[src/rtl/bounded_stack_range_search_macros.svh]
// Assertion macros for the bounded stack with range search.
`ifndef BOUNDED_STACK_RANGE_SEARCH_MACROS_SVH
`define BOUNDED_STACK_RANGE_SEARCH_MACROS_SVH

// Same-cycle implication, checked out of reset.
`define BSRS_ASSERT_IMPL(label, clk, rst_n, ante, cons) \
	label: assert property (@(posedge clk) disable iff (!rst_n) (ante) |-> (cons)) \
		else $error("bsrs: same-cycle check failed");

// Next-cycle implication, checked out of reset.
`define BSRS_ASSERT_NEXT(label, clk, rst_n, ante, cons) \
	label: assert property (@(posedge clk) disable iff (!rst_n) (ante) |=> (cons)) \
		else $error("bsrs: next-cycle check failed");

`endif

[src/rtl/bsrs_pkg.sv]
// Types and codes shared by the stack controller, datapath and top level.
`default_nettype none

package bsrs_pkg;

	localparam logic [2:0] KIND_PUSH   = 3'd0;
	localparam logic [2:0] KIND_POP    = 3'd1;
	localparam logic [2:0] KIND_CLEAR  = 3'd2;
	localparam logic [2:0] KIND_PEEK   = 3'd3;
	localparam logic [2:0] KIND_SEARCH = 3'd4;

	localparam logic [1:0] STATUS_OK      = 2'd0;
	localparam logic [1:0] STATUS_FULL    = 2'd1;
	localparam logic [1:0] STATUS_EMPTY   = 2'd2;
	localparam logic [1:0] STATUS_NOMATCH = 2'd3;

	typedef enum logic [1:0] {
		RD_TOP  = 2'd0,
		RD_PTR  = 2'd1,
		RD_NEXT = 2'd2
	} rd_sel_t;

	typedef enum logic [1:0] {
		SRC_NONE = 2'd0,
		SRC_READ = 2'd1,
		SRC_HOLD = 2'd2
	} out_src_t;

	typedef struct packed {
		logic       latch_op;
		logic       ptr_load;
		logic       ptr_dec;
		rd_sel_t    rd_sel;
		logic       push;
		logic       pop;
		logic       clear;
		logic       hold_load;
		logic       hold_clr;
		logic       out_load;
		out_src_t   out_src;
		logic [1:0] out_status;
		logic       out_last;
	} dp_cmd_t;

	typedef struct packed {
		logic [2:0] kind;
		logic       empty;
		logic       full;
		logic       match;
		logic       ptr_zero;
		logic       hold_valid;
		logic       out_free;
	} dp_status_t;

endpackage

`default_nettype wire

[src/rtl/bounded_stack_range_search.sv]
// Top level of the bounded record stack with range search.
// Push, pop, clear, peek: the request is latched, then S_EXEC registers the result,
// and the next input is taken back in S_IDLE; S_EXEC waits while the result port stalls.
// Search over n records: one record per cycle, top of stack first, through the single
// read port of the record store, pausing while a match waits on a stalled result port.
// Reset clears the fill count and control; record storage is undefined until pushed.
`default_nettype none

`include "bounded_stack_range_search_macros.svh"

module bounded_stack_range_search
	import bsrs_pkg::*;
#(
	parameter int STACK_DEPTH = 8
) (
	input  wire logic               clk,
	input  wire logic               arst_n,
	input  wire logic               in_valid,
	output logic                    in_ready,
	input  wire logic [2:0]         kind,
	input  wire logic [63:0]        rec_name,
	input  wire logic [7:0]         rec_type,
	input  wire logic signed [31:0] rec_value,
	input  wire logic signed [31:0] bound_low,
	input  wire logic signed [31:0] bound_high,
	output logic                    out_valid,
	input  wire logic               out_ready,
	output logic [1:0]              status,
	output logic                    has_record,
	output logic [63:0]             out_name,
	output logic [7:0]              out_type,
	output logic signed [31:0]      out_value,
	output logic                    last
);

	dp_cmd_t    cmd;
	dp_status_t sts;

	bsrs_ctrl u_ctrl (
		.clk      (clk),
		.arst_n   (arst_n),
		.in_valid (in_valid),
		.in_ready (in_ready),
		.sts      (sts),
		.cmd      (cmd)
	);

	bsrs_datapath #(
		.STACK_DEPTH (STACK_DEPTH)
	) u_datapath (
		.clk        (clk),
		.arst_n     (arst_n),
		.cmd        (cmd),
		.sts        (sts),
		.kind       (kind),
		.rec_name   (rec_name),
		.rec_type   (rec_type),
		.rec_value  (rec_value),
		.bound_low  (bound_low),
		.bound_high (bound_high),
		.out_valid  (out_valid),
		.out_ready  (out_ready),
		.status     (status),
		.has_record (has_record),
		.out_name   (out_name),
		.out_type   (out_type),
		.out_value  (out_value),
		.last       (last)
	);

	`BSRS_ASSERT_NEXT(a_busy_after_transfer, clk, arst_n, in_valid && in_ready, !in_ready)
	`BSRS_ASSERT_IMPL(a_no_result_overwrite, clk, arst_n, cmd.out_load, sts.out_free)
	`BSRS_ASSERT_IMPL(a_no_push_when_full, clk, arst_n, cmd.push, !sts.full)
	`BSRS_ASSERT_IMPL(a_no_lost_match, clk, arst_n, cmd.hold_load && sts.hold_valid, cmd.out_load)

endmodule

`default_nettype wire

[src/rtl/bsrs_ctrl.sv]
// Controller state machine sequencing stack operations and the range walk.
`default_nettype none

module bsrs_ctrl
	import bsrs_pkg::*;
(
	input  wire logic       clk,
	input  wire logic       arst_n,
	input  wire logic       in_valid,
	output logic            in_ready,
	input  wire dp_status_t sts,
	output dp_cmd_t         cmd
);

	typedef enum logic [3:0] {
		S_IDLE   = 4'b0001,
		S_EXEC   = 4'b0010,
		S_SCAN   = 4'b0100,
		S_FINISH = 4'b1000
	} state_t;

	state_t state_q;
	state_t state_d;
	logic   stall;

	assign in_ready = (state_q == S_IDLE);
	assign stall    = sts.match && sts.hold_valid && !sts.out_free;

	always_comb begin
		state_d        = state_q;
		cmd            = '0;
		cmd.rd_sel     = RD_PTR;
		cmd.out_src    = SRC_NONE;
		cmd.out_status = STATUS_OK;
		case (state_q)
			S_IDLE: begin
				if (in_valid) begin
					cmd.latch_op = 1'b1;
					cmd.ptr_load = 1'b1;
					cmd.rd_sel   = RD_TOP;
					state_d      = S_EXEC;
				end
			end
			S_EXEC: begin
				case (sts.kind)
					KIND_PUSH: begin
						if (sts.out_free) begin
							cmd.out_load   = 1'b1;
							cmd.out_last   = 1'b1;
							cmd.out_status = sts.full ? STATUS_FULL : STATUS_OK;
							cmd.push       = !sts.full;
							state_d        = S_IDLE;
						end
					end
					KIND_POP, KIND_PEEK: begin
						if (sts.out_free) begin
							cmd.out_load = 1'b1;
							cmd.out_last = 1'b1;
							if (sts.empty) begin
								cmd.out_status = STATUS_EMPTY;
							end else begin
								cmd.out_src = SRC_READ;
								cmd.pop     = (sts.kind == KIND_POP);
							end
							state_d = S_IDLE;
						end
					end
					KIND_CLEAR: begin
						if (sts.out_free) begin
							cmd.out_load = 1'b1;
							cmd.out_last = 1'b1;
							cmd.clear    = 1'b1;
							state_d      = S_IDLE;
						end
					end
					KIND_SEARCH: begin
						if (!sts.empty) begin
							state_d = S_SCAN;
						end else if (sts.out_free) begin
							cmd.out_load   = 1'b1;
							cmd.out_last   = 1'b1;
							cmd.out_status = STATUS_EMPTY;
							state_d        = S_IDLE;
						end
					end
					default: begin
						state_d = S_IDLE;
					end
				endcase
			end
			S_SCAN: begin
				if (!stall) begin
					cmd.rd_sel  = RD_NEXT;
					cmd.ptr_dec = 1'b1;
					if (sts.match) begin
						cmd.hold_load = 1'b1;
						if (sts.hold_valid) begin
							cmd.out_load = 1'b1;
							cmd.out_src  = SRC_HOLD;
						end
					end
					if (sts.ptr_zero) begin
						state_d = S_FINISH;
					end
				end
			end
			S_FINISH: begin
				if (sts.out_free) begin
					cmd.out_load = 1'b1;
					cmd.out_last = 1'b1;
					cmd.hold_clr = 1'b1;
					if (sts.hold_valid) begin
						cmd.out_src = SRC_HOLD;
					end else begin
						cmd.out_status = STATUS_NOMATCH;
					end
					state_d = S_IDLE;
				end
			end
			default: begin
				state_d = S_IDLE;
			end
		endcase
	end

	always_ff @(posedge clk or negedge arst_n) begin
		if (!arst_n) begin
			state_q <= S_IDLE;
		end else begin
			state_q <= state_d;
		end
	end

endmodule

`default_nettype wire

[src/rtl/bsrs_datapath.sv]
// Datapath: record storage, fill count, walk pointer, match hold and result register.
`default_nettype none

module bsrs_datapath
	import bsrs_pkg::*;
#(
	parameter int STACK_DEPTH = 8
) (
	input  wire logic               clk,
	input  wire logic               arst_n,
	input  wire dp_cmd_t            cmd,
	output dp_status_t              sts,
	input  wire logic [2:0]         kind,
	input  wire logic [63:0]        rec_name,
	input  wire logic [7:0]         rec_type,
	input  wire logic signed [31:0] rec_value,
	input  wire logic signed [31:0] bound_low,
	input  wire logic signed [31:0] bound_high,
	output logic                    out_valid,
	input  wire logic               out_ready,
	output logic [1:0]              status,
	output logic                    has_record,
	output logic [63:0]             out_name,
	output logic [7:0]              out_type,
	output logic signed [31:0]      out_value,
	output logic                    last
);

	localparam int AW = (STACK_DEPTH > 1) ? $clog2(STACK_DEPTH) : 1;
	localparam int CW = $clog2(STACK_DEPTH + 1);

	logic [63:0]        name_mem  [STACK_DEPTH];
	logic [7:0]         type_mem  [STACK_DEPTH];
	logic signed [31:0] value_mem [STACK_DEPTH];

	logic [2:0]         kind_q;
	logic [63:0]        op_name_q;
	logic [7:0]         op_type_q;
	logic signed [31:0] op_value_q;
	logic signed [31:0] op_low_q;
	logic signed [31:0] op_high_q;

	logic [CW-1:0]      fill_q;
	logic [AW-1:0]      ptr_q;
	logic [AW-1:0]      top_idx;
	logic [AW-1:0]      rd_addr_c;

	logic [63:0]        rd_name_q;
	logic [7:0]         rd_type_q;
	logic signed [31:0] rd_value_q;

	logic               hold_valid_q;
	logic [63:0]        hold_name_q;
	logic [7:0]         hold_type_q;
	logic signed [31:0] hold_value_q;

	logic               out_valid_q;
	logic [1:0]         status_q;
	logic               has_record_q;
	logic [63:0]        out_name_q;
	logic [7:0]         out_type_q;
	logic signed [31:0] out_value_q;
	logic               last_q;

	assign top_idx = AW'(fill_q - CW'(1));

	always_comb begin
		case (cmd.rd_sel)
			RD_TOP:  rd_addr_c = top_idx;
			RD_NEXT: rd_addr_c = ptr_q - AW'(1);
			default: rd_addr_c = ptr_q;
		endcase
	end

	always_ff @(posedge clk) begin
		if (cmd.push) begin
			name_mem[AW'(fill_q)]  <= op_name_q;
			type_mem[AW'(fill_q)]  <= op_type_q;
			value_mem[AW'(fill_q)] <= op_value_q;
		end
		rd_name_q  <= name_mem[rd_addr_c];
		rd_type_q  <= type_mem[rd_addr_c];
		rd_value_q <= value_mem[rd_addr_c];
	end

	always_ff @(posedge clk) begin
		if (cmd.latch_op) begin
			kind_q     <= kind;
			op_name_q  <= rec_name;
			op_type_q  <= rec_type;
			op_value_q <= rec_value;
			op_low_q   <= bound_low;
			op_high_q  <= bound_high;
		end
		if (cmd.ptr_load) begin
			ptr_q <= top_idx;
		end else if (cmd.ptr_dec) begin
			ptr_q <= ptr_q - AW'(1);
		end
		if (cmd.hold_load) begin
			hold_name_q  <= rd_name_q;
			hold_type_q  <= rd_type_q;
			hold_value_q <= rd_value_q;
		end
		if (cmd.out_load) begin
			status_q <= cmd.out_status;
			last_q   <= cmd.out_last;
			case (cmd.out_src)
				SRC_READ: begin
					has_record_q <= 1'b1;
					out_name_q   <= rd_name_q;
					out_type_q   <= rd_type_q;
					out_value_q  <= rd_value_q;
				end
				SRC_HOLD: begin
					has_record_q <= 1'b1;
					out_name_q   <= hold_name_q;
					out_type_q   <= hold_type_q;
					out_value_q  <= hold_value_q;
				end
				default: begin
					has_record_q <= 1'b0;
					out_name_q   <= '0;
					out_type_q   <= '0;
					out_value_q  <= '0;
				end
			endcase
		end
	end

	always_ff @(posedge clk or negedge arst_n) begin
		if (!arst_n) begin
			fill_q       <= '0;
			hold_valid_q <= 1'b0;
			out_valid_q  <= 1'b0;
		end else begin
			if (cmd.clear) begin
				fill_q <= '0;
			end else if (cmd.push) begin
				fill_q <= fill_q + CW'(1);
			end else if (cmd.pop) begin
				fill_q <= fill_q - CW'(1);
			end
			if (cmd.hold_clr) begin
				hold_valid_q <= 1'b0;
			end else if (cmd.hold_load) begin
				hold_valid_q <= 1'b1;
			end
			if (cmd.out_load) begin
				out_valid_q <= 1'b1;
			end else if (out_ready) begin
				out_valid_q <= 1'b0;
			end
		end
	end

	assign sts.kind       = kind_q;
	assign sts.empty      = (fill_q == '0);
	assign sts.full       = (fill_q == CW'(STACK_DEPTH));
	assign sts.match      = (rd_value_q > op_low_q) && (rd_value_q < op_high_q);
	assign sts.ptr_zero   = (ptr_q == '0);
	assign sts.hold_valid = hold_valid_q;
	assign sts.out_free   = !out_valid_q || out_ready;

	assign out_valid  = out_valid_q;
	assign status     = status_q;
	assign has_record = has_record_q;
	assign out_name   = out_name_q;
	assign out_type   = out_type_q;
	assign out_value  = out_value_q;
	assign last       = last_q;

endmodule

`default_nettype wire

[config.mk]
export PLATFORM = sky130hd
export DESIGN_NAME = bounded_stack_range_search
export DESIGN_NICKNAME = d
export VERILOG_FILES = /design/src/rtl/bsrs_pkg.sv /design/src/rtl/bounded_stack_range_search.sv /design/src/rtl/bsrs_ctrl.sv /design/src/rtl/bsrs_datapath.sv
export VERILOG_INCLUDE_DIRS = /design/src /design/src/rtl
export SDC_FILE = /design/constraint.sdc
export NUM_CORES = 1
export LEC_CHECK = 0
export BUFFER_PORTS_ARGS = -buffer_cell sky130_fd_sc_hd__buf_2
export CAP_MARGIN = 20
export CORE_ASPECT_RATIO = 2
export CORE_MARGIN = 2
export CORE_UTILIZATION = 55
export CTS_CLUSTER_SIZE = 16
export DETAILED_ROUTE_END_ITERATION = 16
export PLACE_DENSITY = 0.8
export RECOVER_POWER = 50
export SYNTH_ARGS = -nofsm -noshare
export SYNTH_HDL_FRONTEND = slang
export SYNTH_SLANG_ARGS = --single-unit
[constraint.sdc]
create_clock -name clk -period 11.5 [get_ports clk]
set_clock_uncertainty 0.05 [all_clocks]
set_input_delay 2.3 -clock clk [delete_from_list [all_inputs] [get_ports clk]]
set_output_delay 2.3 -clock clk [all_outputs]
set_load 0.02 [all_outputs]
After elaboration in Yosys (flattened, before gate mapping)
Memories as Yosys holds them, arrays and structs flattened. A register that Yosys moved wholly into a read port is not among the register bits.
Cells that the tools add are included.

storage, ports and cells
  output and inout bits = 110
  RAM bits = 832
  memories = 3
  bits of input ports = 175
  bits in registers = 396

memories
  name                  words  bits a word  read ports  clocked after Yosys merged registers in  write ports  line                 source
  u_datapath.name_mem   8      64           1           1                                        1            bsrs_datapath.sv:32  logic [63:0] name_mem [STACK_DEPTH];
  u_datapath.value_mem  8      32           1           1                                        1            bsrs_datapath.sv:34  logic signed [31:0] value_mem [STACK_DEPTH];
  u_datapath.type_mem   8      8            1           1                                        1            bsrs_datapath.sv:33  logic [7:0] type_mem [STACK_DEPTH];

operators by class
  $add $sub $neg = 3
  reductions and logical operators = 20
  magnitude comparators = 2
  equal/unequal tests = 15
  multiplexer cells = 61

operator list
  cell                   number
  $pmux W64 S2           1
  $pmux W32 S2           1
  $gt A32 B32 Y1         1
  $lt A32 B32 Y1         1
  $mux W4                8
  $mux W3                10
  $mux W1                23
  $pmux W4 S4            1
  $pmux W8 S2            1
  $mux W2                6
  $pmux W3 S2            2
  $pmux W3 S3            1
  $eq A4 B4 Y1 const B   2
  $pmux W4 S2            1
  $mux W7                1
  $eq A3 B2 Y1 const B   2
  $logic_not A3 Y1       2
  $mux W6                1
  $ne A2 B2 Y1 const B   3
  $pmux W2 S3            1
  $reduce_bool A2 Y1     3
  $reduce_or A2 Y1       3
  $add A4 B1 Y4 const B  1
  $eq A2 B2 Y1 const B   2
  19 further kinds       23

Depth between registers and ports, before layout
  depth after elaboration = 9
  depth in mapped cells = 17
  depth with buffers taken out = 14

Modules after synthesis
A second synthesis with hierarchy kept.

unflattened totals
  cell total of the unflattened synthesis = 3647
  area total of the unflattened synthesis = 50191.9 um^2

modules (own cells, without submodules)
  module         seq. area each (um^2)  instances  area each (um^2)  cells an instance
  bsrs_datapath  38807.2                1          49686.4           3591
  bsrs_ctrl      101.3                  1          505.5             56

Worst setup path before layout
Ideal clock, no wire load.

  kind = input-to-reg
  start = in out_ready
  end = mem u_datapath.name_mem[0][0] (enable)
  buffers on the path = 0
  data arrival time = 12.739 ns
  stages on the path = 5
  path slack = -2.111 ns
  path through = nand2b_1 nand2_1 nor2_1 nand3_1 nor4_1

on the way
  word-level cells in the longest chain between the ends = 6

ends and longest elaborated chain
  item                           line                              source
  from (decl)                    bounded_stack_range_search.sv:27  input wire logic out_ready,
  $logic_or A1 B1 Y1             bsrs_datapath.sv:163              assign sts.out_free = !out_valid_q || out_ready;
  $mux W1                        bsrs_ctrl.sv:47                   if (sts.out_free) begin
  $mux W1                        bsrs_ctrl.sv:45                   case (sts.kind)
  $mux W3                        bsrs_ctrl.sv:35                   case (state_q)
  $mux W1                        bsrs_datapath.sv:76               if (cmd.push) begin
  $mux W1 (implied by the code)  bsrs_datapath.sv:77               name_mem[AW'(fill_q)] <= op_name_q;
  to (decl)                      bsrs_datapath.sv:32

Every way passes these cells.

Final worst setup path
  start = in out_ready
  end = reg u_datapath.rd_value_q[19], read port of u_datapath.value_mem

on the way
  word-level cells in the longest chain between the ends = 7
  elaborated cells on any way between the ends = 8
  those cells by class = eq/ne: 1; mux: 3; reduce/logical: 4

ends and longest elaborated chain
  item                                                     line                  source
  $logic_or A1 B1 Y1 *                                     bsrs_datapath.sv:163
  $logic_not A1 Y1 *                                       bsrs_ctrl.sv:27       assign stall = sts.match && sts.hold_valid && !sts.out_free;
  $logic_and A1 B1 Y1 *                                    bsrs_ctrl.sv:27
  $mux W3 *                                                bsrs_ctrl.sv:92       if (!stall) begin
  $pmux W2 S2 *                                            bsrs_ctrl.sv:35
  $eq A2 B2 Y1 / $logic_not A2 Y1 (equally long branches)  bsrs_datapath.sv:68   case (cmd.rd_sel)
  $pmux W3 S2 *                                            bsrs_datapath.sv:68
  to (decl)                                                bsrs_datapath.sv:50   logic signed [31:0] rd_value_q;

Mark *: on every way between the ends. The rest lies on a longest branch, timed or not.
A chain may end at the register's enable or synchronous reset.

==> results.yml <==
outcome:
  outcome: "completed"
setup_path:
  cp-end-kind: "flop"
  crit_arrival_ns: 6.75
  path_cells: "buf_2 -> nor2b_1 -> and2_0 -> nand3_1 -> nor3_1 -> o211ai_1 -> o311ai_4 -> buf_12 -> buf_4 -> mux2i_1 -> mux2i_1 -> mux2_2"
  max_stage_delay_ns: 0.93
  crit_required_ns: 12.05
  worstSetupStartpointType: "input port"
  crit_top_cell: "mux2i_1"
  worst-setup-path-type: "in -> reg"
  cp_slowest_cell: "buf_4"
  crit_fanout: 137
route:
  drtPass1Iterations: 6
  wl_microns: 105000
  wl_per_cell_microns: 24.4
  viasPerCell: 5.85
  drc_errors: 0
  drt_iter0_drc: 2455
  num_vias: 25200
  drt.antenna.violating_nets: 0
clocking:
  cts_tree: "done"
  path_clk_slew_ns: 0.07
  clkLatencyLatePin_ns: 0.72
  post_cts.repair.setup_buffers: 0
  htree_num_levels: 3
  cts_max_path_buffers: 3
  cts_root_buf: "clkbuf_16"
  cts_sinks: 1332
  numCtsBuffers: 106
  hold_buffers: 0
  post_cts_resized: 0
global_routing:
  grt_pass1_wl_microns: 155000
  antenna_found_initial: 5
  grt_usage_pct: 22.2
  grt_max_degree: 138
  overflow: 0
  grt_pass1_vias: 25600
synthesis:
  syn_area_sq_um: 50500
  synth_nets: 2964
  ys_ff_latch: 1332
  synth-xor-area-share_pct: 0.122
  synthAdderAreaFrac_pct: 1.71
  synthFlopType: "edfxtp_1"
  syn_inst: 2720
  yosys.area_share.simple_pct: 1.87
  synth_top_family_by_area: "multiplexers"
  yosys.area.top_type: "edfxtp_1"
  yosysWarnings: 0
  synth_cell_types: 60
  synth_edf_count: 1218
  synthTopCellsByArea: "edfxtp_1 72%, mux2i_1 12%, dfxtp_1 4.1%"
  synth-compound-area-share_pct: 2.60
  yosysSeqAreaShare_pct: 77.1
  yosysTopAreaCellShare_pct: 72.5
  synthMuxAreaShare_pct: 14.7
  async_flop_share_pct: 0.751
  syn_area_per_cell_sq_um: 18.5
layout:
  drive_gt1_share_pct: 14.5
  utilization_pct: 62.3
  final_cell_mix: "1218 x edfxtp_1, 626 x mux2i_1, 176 x clkbuf_1"
  final_common_cell: "edfxtp_1"
  design_area_sq_um: 56700
  nets: 3266
  area_delta_synth_final_pct: 12.5
die:
  start_util_pct: 55.4
  fp.dieH_microns: 432
  dieArea_sq_um: 94300
  num_rows: 157
  core_area_sq_um: 91100
  fp.dieW_microns: 218
  io_pins: 285
placement:
  place_area_sq_um: 53200
  place_congestion: 0.779
  port_buffers: 284
  dp_hpwl_microns: 54800
power_and_ir_drop:
  ir_drop_uv: 261
  cellLeakagePower_nw: 19.7
  power_density_nw_per_um2: 243
hold_path:
  hp-class: "reg -> reg"
sta:
  hold_viol_final: 0
  setup_viol: 0
  rsz0062_at_grt: "no"
  period_needed_ns: 6.20
  timing.fmax_mhz: 161
  tightest_slew_ns: 1.18
  period_share_pct: 53.9
  relSlewSlack_pct: 21.6
  finalMaxSlewViolations: 0
  tns_ns: 0
run:
  cap_violations: 0
==> cell families (layout without fill, tap and decap cells) <==
logic type,Yosys count,count (layout)
DFF,1332,1332
muxes,730,730
and+or+nand+nor,208,208
buffers and inverters,195,590
AOI/OAI and AO/OA,179,179
adders and majority gates,69,69
xor gates and xnor gates,7,7
other,0,2
==> flip-flops by register name, summed over array words and instances (netlist names), 32 cells and up <==
signal / flops
u_datapath.hold_name_q: 64
u_datapath.hold_value_q: 32
u_datapath.name_mem: 512
u_datapath.op_high_q: 32
u_datapath.op_low_q: 32
u_datapath.op_name_q: 64
u_datapath.op_value_q: 32
u_datapath.out_name: 64
u_datapath.out_value: 32
u_datapath.rd_name_q: 64
u_datapath.rd_value_q: 32
u_datapath.type_mem: 64
u_datapath.value_mem: 256
==> final cells by class <==
type / instances / area [sq um]
diodes: 2 / 5.00
clock buffers: 146 / 3000
clock inverters: 55 / 762
fillers: 6212 / 34400
inverters: 76 / 293
multi-input cells: 1193 / 10700
flip-flops and latches: 1332 / 38900
well taps: 1192 / 1490
repair buffers: 313 / 1560
==> Yosys cell counts (4+ instances only) <==
cell / number
edfxtp_1: 1218
mux2i_1: 626
nor2_1: 122
a22oi_1: 105
dfxtp_1: 104
mux2_2: 104
inv_1: 74
ha_1: 69
buf_2: 57
clkbuf_1: 41
a21oi_1: 27
nand2_1: 25
buf_6: 15
nand4_1: 12
nand3_1: 11
o21ai_0: 10
dfrtp_1: 9
nor3_1: 8
a21o_1: 7
nor2b_1: 5
nand2b_1: 4
nor4b_1: 4
o211ai_1: 4
xor2_1: 4
==> metrics by stage <==
stage | std cells | worst slack [ns] | hold slack, ns | total power (W)
2_1_floorplan | 2720 | 0.590 | 0.359 | 0.00917
3_5_place_dp | 4106 | 4.99 | 0.367 | 0.0100
3_3_place_gp | 4105 | 5.14 | 0.363 | 0.00989
4_1_cts | 4307 | 5.47 | 0.384 | 0.0139
6_report | 4309 | 5.30 | 0.384 | 0.0138
5_1_grt | 4308 | 4.98 | 0.390 | 0.0143
==> layer usage <==
layer	routed length, microns	track usage [%]	vias up
met2	51400	36.3	1077
met4	2480	7.09	2
li1	-	-	11200
met1	43300	30.4	12800
met5	18	0	-
met3	8140	3.97	169
==> critical path, delay by kind of cell <==
| kind | cells | cell delay [ns] |
|---|---|---|
| buf+inv | 3 | 1.67 |
| compound gates | 2 | 0.58 |
| mux | 3 | 0.76 |
| simple gates | 4 | 1.13 |
==> final timing paths <==
path / end / slack (ns) / cells past startpoint / from
setup / recovery: u_datapath.rd_value_q[19] / 5.30 / 12 / out_ready
hold / removal: u_datapath.hold_name_q[17] / 0.38 / 0 / u_datapath.rd_name_q[17]
setup reg to reg: u_datapath.rd_value_q[19] / 5.36 / 13 / u_datapath.rd_value_q[23]
hold reg to reg: u_datapath.hold_name_q[17] / 0.38 / 0 / u_datapath.rd_name_q[17]
max in group asynchronous: u_datapath.fill_q[0] / 9.48 / 1 / arst_n
min in group asynchronous: u_ctrl.state_q[3] / 1.53 / 1 / arst_n
==> power by group <==
part | internal [W] | switching (W)
Clock | 0.00216 | 0.00169
Combinational | 0.00162 | 0.00193
Sequential | 0.00598 | 0.000424
Total | 0.00976 | 0.00404
(Power assumes the default switching activity.)
